--- src/rtl/core/length_marked_frame_checker_assert.svh ---
// ----------------------------------------------------------------------------
// Assertion macros for the length-marked frame checker
// Shared helpers that clock on clk and are disabled while arst_n is low.
// ----------------------------------------------------------------------------
`ifndef LENGTH_MARKED_FRAME_CHECKER_ASSERT_SVH
`define LENGTH_MARKED_FRAME_CHECKER_ASSERT_SVH

// Same-cycle implication.
`define LMFC_ASSERT_NOW(lbl, ante, cons, msg) \
	lbl: assert property (@(posedge clk) disable iff (!arst_n) (ante) |-> (cons)) else $error(msg);

// Next-cycle implication.
`define LMFC_ASSERT_NXT(lbl, ante, cons, msg) \
	lbl: assert property (@(posedge clk) disable iff (!arst_n) (ante) |=> (cons)) else $error(msg);

`endif

--- src/rtl/core/lmfc_pkg.sv ---
// ----------------------------------------------------------------------------
// lmfc_pkg
// Constants and types shared by the length-marked frame checker modules.
// ----------------------------------------------------------------------------
`default_nettype none

package lmfc_pkg;

	localparam int unsigned POS_BITS = 16;
	localparam logic [31:0] POS_MAX = 32'((64'd1 << POS_BITS) - 64'd1);

	localparam logic [7:0] MARK_HEAD_A = 8'hDD;
	localparam logic [7:0] MARK_HEAD_B = 8'hEE;
	localparam logic [7:0] MARK_TAIL_A = 8'h55;
	localparam logic [7:0] MARK_TAIL_B = 8'h99;

	localparam logic [31:0] MIN_FRAME_LEN = 32'd9;
	localparam logic [15:0] MAX_LEN_RESET = 16'd1024;

	localparam logic [1:0] ST_OK          = 2'd0;
	localparam logic [1:0] ST_BAD_MARKER  = 2'd1;
	localparam logic [1:0] ST_BAD_LENGTH  = 2'd2;
	localparam logic [1:0] ST_BAD_TRAILER = 2'd3;

	typedef struct packed {
		logic [7:0] out_byte;
		logic       payload_valid;
		logic       last_payload;
		logic       frame_done;
		logic [1:0] status;
	} result_t;

endpackage

`default_nettype wire

--- src/rtl/core/lmfc_parser.sv ---
// ----------------------------------------------------------------------------
// lmfc_parser
// Frame state and per-byte decision: length, markers, payload and trailer.
// ----------------------------------------------------------------------------
`default_nettype none

`include "length_marked_frame_checker_assert.svh"

module lmfc_parser (
	input  wire logic              clk,
	input  wire logic              arst_n,
	input  wire logic              cfg_wen,
	input  wire logic [15:0]       cfg_wdata,
	input  wire logic              step,
	input  wire logic [7:0]        byte_s1,
	output logic                   res_valid,
	output lmfc_pkg::result_t      res
);

	localparam logic [1:0] PH_HEADER  = 2'd0;
	localparam logic [1:0] PH_PAYLOAD = 2'd1;
	localparam logic [1:0] PH_TRAILER = 2'd2;

	logic [15:0]                   max_len_q;
	logic [1:0]                    phase_q, phase_d;
	logic [lmfc_pkg::POS_BITS-1:0] pos_q, pos_d;
	logic [31:0]                   len_q, len_d;
	logic                          mark_q, mark_d;
	logic                          hit;

	always_comb begin
		logic [lmfc_pkg::POS_BITS-1:0] pos_h;
		logic [31:0]                   len_h;
		logic                          mark_h;
		logic                          fin;
		logic [1:0]                    fin_st;
		logic [31:0]                   pos_w;

		phase_d = phase_q;
		pos_d   = pos_q + 1'b1;
		len_d   = len_q;
		mark_d  = mark_q;
		hit     = 1'b0;
		res     = '0;
		fin     = 1'b0;
		fin_st  = lmfc_pkg::ST_OK;
		pos_w   = 32'(pos_q);
		pos_h   = (phase_q == PH_HEADER) ? pos_q : '0;
		len_h   = (phase_q == PH_HEADER) ? len_q : '0;
		mark_h  = (phase_q == PH_HEADER) ? mark_q : 1'b0;

		case (phase_q)
			PH_PAYLOAD: begin
				hit               = 1'b1;
				res.out_byte      = byte_s1;
				res.payload_valid = 1'b1;
				res.last_payload  = (pos_w == len_q - 32'd3);
				if (res.last_payload) begin
					phase_d = PH_TRAILER;
				end
			end
			PH_TRAILER: begin
				if (pos_w == len_q - 32'd2) begin
					mark_d = (byte_s1 == lmfc_pkg::MARK_TAIL_A);
				end else begin
					fin    = 1'b1;
					fin_st = (mark_q && byte_s1 == lmfc_pkg::MARK_TAIL_B) ?
						lmfc_pkg::ST_OK : lmfc_pkg::ST_BAD_TRAILER;
				end
			end
			default: begin
				phase_d = PH_HEADER;
				pos_d   = pos_h + 1'b1;
				len_d   = len_h;
				mark_d  = mark_h;
				if (pos_h == '0) begin
					len_d = 32'(byte_s1);
				end else if (32'(pos_h) < 32'd4) begin
					len_d = {len_h[23:0], byte_s1};
				end else if (32'(pos_h) == 32'd4) begin
					mark_d = (byte_s1 == lmfc_pkg::MARK_HEAD_A);
				end else if (!mark_h || byte_s1 != lmfc_pkg::MARK_HEAD_B) begin
					fin    = 1'b1;
					fin_st = lmfc_pkg::ST_BAD_MARKER;
				end else if (len_h < lmfc_pkg::MIN_FRAME_LEN
					|| len_h > 32'(max_len_q) || len_h > lmfc_pkg::POS_MAX) begin
					fin    = 1'b1;
					fin_st = lmfc_pkg::ST_BAD_LENGTH;
				end else begin
					phase_d = PH_PAYLOAD;
					mark_d  = 1'b0;
				end
			end
		endcase

		if (fin) begin
			hit            = 1'b1;
			res            = '0;
			res.frame_done = 1'b1;
			res.status     = fin_st;
			phase_d        = PH_HEADER;
			pos_d          = '0;
			len_d          = '0;
			mark_d         = 1'b0;
		end
	end

	assign res_valid = step && hit;

	always_ff @(posedge clk or negedge arst_n) begin
		if (!arst_n) begin
			max_len_q <= lmfc_pkg::MAX_LEN_RESET;
			phase_q   <= PH_HEADER;
			pos_q     <= '0;
			len_q     <= '0;
			mark_q    <= 1'b0;
		end else begin
			if (cfg_wen) begin
				max_len_q <= cfg_wdata;
			end
			if (step) begin
				phase_q <= phase_d;
				pos_q   <= pos_d;
				len_q   <= len_d;
				mark_q  <= mark_d;
			end
		end
	end

	`LMFC_ASSERT_NOW(a_kind_excl, res_valid, !(res.payload_valid && res.frame_done), "payload and done together")
	`LMFC_ASSERT_NOW(a_len_sane, phase_q == PH_PAYLOAD, len_q >= lmfc_pkg::MIN_FRAME_LEN && len_q <= lmfc_pkg::POS_MAX, "payload with bad length")
	`LMFC_ASSERT_NOW(a_pay_pos, phase_q == PH_PAYLOAD, 32'(pos_q) >= 32'd6 && 32'(pos_q) <= len_q - 32'd3, "payload position out of frame")
	`LMFC_ASSERT_NOW(a_trl_pos, phase_q == PH_TRAILER, 32'(pos_q) == len_q - 32'd2 || 32'(pos_q) == len_q - 32'd1, "trailer position out of frame")
	`LMFC_ASSERT_NXT(a_last_trl, res_valid && res.last_payload, phase_q == PH_TRAILER, "last payload not followed by trailer")

endmodule

`default_nettype wire

--- config.mk ---
export PLATFORM = sky130hd
export DESIGN_NAME = lmfc_parser
export DESIGN_NICKNAME = d
export VERILOG_FILES = /design/src/rtl/core/lmfc_pkg.sv /design/src/rtl/core/lmfc_parser.sv
export VERILOG_INCLUDE_DIRS = /design/src /design/src/rtl/core
export SDC_FILE = /design/constraint.sdc
export NUM_CORES = 1
export LEC_CHECK = 0
export BUFFER_PORTS_ARGS = -buffer_cell sky130_fd_sc_hd__buf_4
export CAP_MARGIN = 30
export CORE_MARGIN = 2
export CORE_UTILIZATION = 35
export DETAILED_ROUTE_END_ITERATION = 10
export GPL_TIMING_DRIVEN = 1
export MAX_ROUTING_LAYER = met4
export PLACE_DENSITY = 0.53
export SLEW_MARGIN = 20
export SYNTH_ARGS = -nofsm -noshare
export SYNTH_HDL_FRONTEND = slang
export SYNTH_SLANG_ARGS = --single-unit
--- constraint.sdc ---
create_clock -name clk -period 4.3 [get_ports clk]
set_input_delay 0.215 -clock clk [delete_from_list [all_inputs] [get_ports clk]]
set_output_delay 0.215 -clock clk [all_outputs]
set_load 0.1 [all_outputs]
After elaboration in Yosys (flattened, before gate mapping)
Index checks and enable logic that the tools add are counted.

Register bits after elaboration: 67. Bits of input ports: 28.

Add/sub/neg operators: 4. Order comparisons: 4. Eq/ne operators: 14. Muxes and demuxes: 44. Reduce and logical (&&, ||, !) cells: 12.

Operators with widths (number): two-way mux 32 bit (5); equality test 16 x 32 -> 1 bit (2); subtractor 32 x 2 -> 32 bit (second input constant) (2); two-way mux 16 bit (3); adder 16 x 1 -> 16 bit (second input constant) (2); > comparator 32 x 16 -> 1 bit (1); > comparator 32 x 16 -> 1 bit (second input constant) (1); less-than comparator 32 x 4 -> 1 bit (second input constant) (1); two-way mux 1 bit (21); two-way mux 2 bit (9); equality test 16 x 3 -> 1 bit (second input constant) (1); equality test 8 bit (second input constant) (2); logical NOT 16 bit (1); less-than comparator 16 x 3 -> 1 bit (second input constant) (1); two-way mux 13 bit (1); two-way mux 10 bit (1); equality test 8 x 7 -> 1 bit (second input constant) (1); != test 8 bit (second input constant) (1); case mux 2 bit (2 select lines) (2); != test 3 bit (second input constant) (2); AND reduction 3 bit (2); != test 2 bit (second input constant) (2); case mux 1 bit (2 select lines) (2); logical OR 1 bit (3); 8 further kinds (9).

Longest topological paths before layout
Depth in word-level cells: 13. Depth in mapped cells: 16. Gate-level depth less buffers: 13.

Worst setup path before layout
No wires, ideal clock.

Path type: reg2out. From: register phase_q[0]. To: output res[0] (netlist bit). Arrival: 4.943 ns. Required time: 4.085 ns. Setup slack: -0.858 ns. Cell stages (with the launch flop): 15. Cells stage by stage: dfrtp_1 inv_1 ha_1 clkbuf_1 clkbuf_1 and2_1 ha_1 nand4_1 or4_1 or3_1 a2bb2oi_1 o41ai_2 or2_4 buf_4 a311oi_1.

RTL lines: from (decl) (line lmfc_parser.sv:25) `logic [1:0] phase_q, phase_d;`; from (signal assigned) (line lmfc_parser.sv:122) `phase_q <= phase_d;`; to (decl) (line lmfc_parser.sv:17) `output lmfc_pkg::result_t res`.

==> out/summary.txt <==
FFs w/ async S/R, synth: 100%
worst r2r src: len_q[4]
R2R depth: 10
placed cell area: 5780 um2
largest net degree at the start of global routing: 68
DR iter-0 viols: 386
die width: 127 um
initial core utilization: 35.4%
final hold violation count: 0
fmax: 0.251 GHz
vias per cell: 5.96
fin crit share: 92.6%
synth warn: 0
DRT Pass-1 Iters: 5
syn avg cell area: 8.45 um2
Slew headroom: 39.2%
Core Rows: 45
Critical Path RT: 4.09 ns
fin util: 40.7%
Max Fanout on Critical Path: 8
GRT Util Overall: 22.0%
Clock transition at path regs: 0.06 ns
hold crit path type: in -> reg
critical-path cell list: ha_1, nor3_1, and4_1, nand2_1, xor2_1, o2111ai_1, nor4_1, and3_1, buf_4
Synth Flop Type: dfrtp_1
Die Y: 127 um
CP delay by family, top: simple AND/OR/NAND/NOR gates
Power Density: 872 nW/um2
full die area: 16200 um2
HPWL Detailed: 12300 um
CTS Buffer Depth: 2
Num CTS Buffers: 9
Area Overhead vs Synth: 14.8%
drt drc: 0
Seq pwr share: 21.9%
Floorplan Core Area: 15000 um2
number of synthesized flops with an enable pin: 0
dominant cells by area after synthesis: dfrtp_1 (31%), ha_1 (5.6%), a22o_1 (5.4%)
GPL Wtd Cong: 0.918
IO buf count: 41
Final #Nets: 698
Yosys cell types: 71
clk root buf: clkbuf_16
Pleak: 2.70 nW
Yosys reg bits: 67
sw power: 2.85 mW
first-pass GRT wire length: 27300 um
antenna viol nets, final: 0
initial antenna violation count: 0
R2R setup slack: 0.74 ns
Storage cell area: 1680 um2
reg-to-reg endpoint: len_q[23]
Fillers: 1484
area of the multi-input gates: 3310 um2
Arr. time, crit path: 3.77 ns
Worst Setup End Kind: output port
kind of critical path: reg -> out
Clock power frac: 13.6%
vias in the first global route: 4915
syn nets: 682
layout cells sized above 1: 14.9%
Hold Path Sink: max_len_q[15]
share of the synthesized area in the top cell type: 31.0%
io pins: 42
Post-Synthesis Cells: 630
Crit path buffers/inverters: 1
P_int: 2.48 mW
Synth area leader: dfrtp_1
Worst VDD drop: 1.40 mV
switch share: 53.5%
Hold Startpoint: cfg_wdata[15]
Vias: 4985
max_cap viols: 0
total length of routed wires: 16800 um
CP peak stage delay: 0.70 ns
Mapped Area: 5330 um2
Critical Path Source Type: flop
Worst Max-Slew Pin Slew: 0.905 ns
max-slew violation count: 0
status: completed
Skew-Pair Late Insertion Delay: 0.34 ns
post-synthesis sequential area ratio: 31.5%
slowest CP cell: nor3_1
endpoints failing setup: 0
Clock Skew: 0.00751 ns
CTS tree: yes
diode count: 0
CTS H-tree depth: 3
RSZ-0062 raised after global routing: no
clk sinks: 67
overflow left after global routing: 0
WL/cell: 20.0 um
Design Area, Final: 6110 um2
Tmin final: 3.98 ns
Hold Path Depth: 3
Comb power frac: 64.5%
==> sequential cells by signal, summed over array words and instances, names as in the netlist <==
register and cells:
len_q 32, max_len_q 16, mark_q 1, pos_q 16
phase_q 2
==> Yosys cell counts, drive strengths merged (6+ instances only) <==
| cell type | n |
|---|---|
| xnor2 | 20 |
| buf | 13 |
| nand2 | 49 |
| or4 | 9 |
| xor2 | 21 |
| nand4 | 20 |
| a22o | 33 |
| dfrtp | 66 |
| ha | 24 |
| nor4 | 25 |
| nor2 | 39 |
| clkbuf | 42 |
| nand3 | 15 |
| and2 | 22 |
| o21ai | 30 |
| inv | 34 |
| o2111ai | 6 |
| nor3 | 16 |
| and3 | 13 |
| a21oi | 18 |
| o211ai | 20 |
| or3 | 9 |
==> timing repair <==
action	4_1_cts	5_1_grt
resized for setup	0	3
setup buffers	0	0
hold endpoints to repair	0	33
setup endpoints to repair	0	13
hold buffers	0	1
==> routing by layer <==
layer	GRT usage [%]	vias to the layer above	routed length (um)
met2	33.1	132	7570
met5	-	-	0
met4	6.79	0	363
li1	-	2361	-
met1	30.2	2461	8060
met3	4.15	31	779
==> tightest hold or removal path, stage by stage <==
cell	delay (ns)
buf_4	0.08
nand2_1	0.03
o21ai_0	0.05
==> how the worst max path moves through the flow <==
stage | start | cells after the start | end
6_report | len_q[1] | 9 | res[3]
5_1_grt | phase_q[0] | 13 | res_valid
4_1_cts | phase_q[0] | 14 | res_valid
3_5_place_dp | phase_q[0] | 14 | res_valid
3_3_place_gp | phase_q[0] | 14 | res_valid
2_1_floorplan | phase_q[0] | 14 | res[0]
==> metrics by stage <==
stage | instances | setup slack (ns) | setup TNS [ns] | total power [mW] | hold slack [ns]
after floorplan | 630 | -0.858 | -1.72 | 3.54 | -0.0806
after global placement | 821 | 0.550 | 0 | 4.48 | 0.373
after detailed placement | 821 | 0.418 | 0 | 4.51 | 0.386
after CTS | 835 | 0.0231 | 0 | 5.26 | 0.0296
after global routing | 837 | 0.124 | 0 | 5.69 | 0.0974
final | 837 | 0.318 | 0 | 5.33 | 0.0787
==> cell families after synthesis <==
group | Yosys count | synth area share, %
compound gates | 153 | 21.5
xor+xnor | 41 | 6.74
fa+ha+maj | 24 | 5.64
flops | 67 | 31.5
simple gates | 253 | 27.2
mux | 2 | 0.399
buf+inv | 90 | 6.93
==> placed cells by master, fill, tap and decap left out, drive strengths merged, types with 3 or more instances in the layout <==
cell type  Yosys  layout
a211o          3       3
a211oi         5       5
a21oi         18      18
a22o          33      33
a31oi          5       5
a41oi          3       3
and2          22      22
and3          13      13
and4           4       4
and4b          3       3
buf           13      59
clkbuf        42       9
clkinv         1       4
dfrtp         66      66
ha            24      24
inv           34      34
nand2         49      49
nand2b         3       3
nand3         15      15
nand4         20      20
nand4b         4       4
nor2          39      39
nor3          16      16
nor3b          5       5
nor4          25      25
nor4b          4       4
nor4bb         3       3
o2111ai        6       6
o211ai        20      20
o21ai         30      30
o2bb2ai        3       3
o311ai         5       5
o31ai          5       5
o41ai          3       3
or2            5       5
or3            9       9
or4            9       9
xnor2         20      20
xor2          21      21
==> final cells by class <==
type / instances / share of cell area (%)
Tap cell: 188 / 3.85
Multi-Input combinational cell: 473 / 54.1
Clock buffer: 9 / 3.68
Clock inverter: 5 / 0.921
Inverter: 35 / 2.15
Timing Repair Buffer: 60 / 7.82
Sequential cell: 67 / 27.4
==> power by group through the flow <==
| stage | Combinational, mW | Sequential [mW] | Clock (mW) |
|---|---|---|---|
| final | 3.44 | 1.17 | 0.723 |
| after global routing | 3.73 | 1.19 | 0.767 |
| after CTS | 3.37 | 1.15 | 0.734 |
| after detailed placement | 3.35 | 1.17 | 0 |
| after global placement | 3.32 | 1.17 | 0 |
| after floorplan | 2.69 | 0.851 | 0 |
Power figures use the tool's default switching activity.
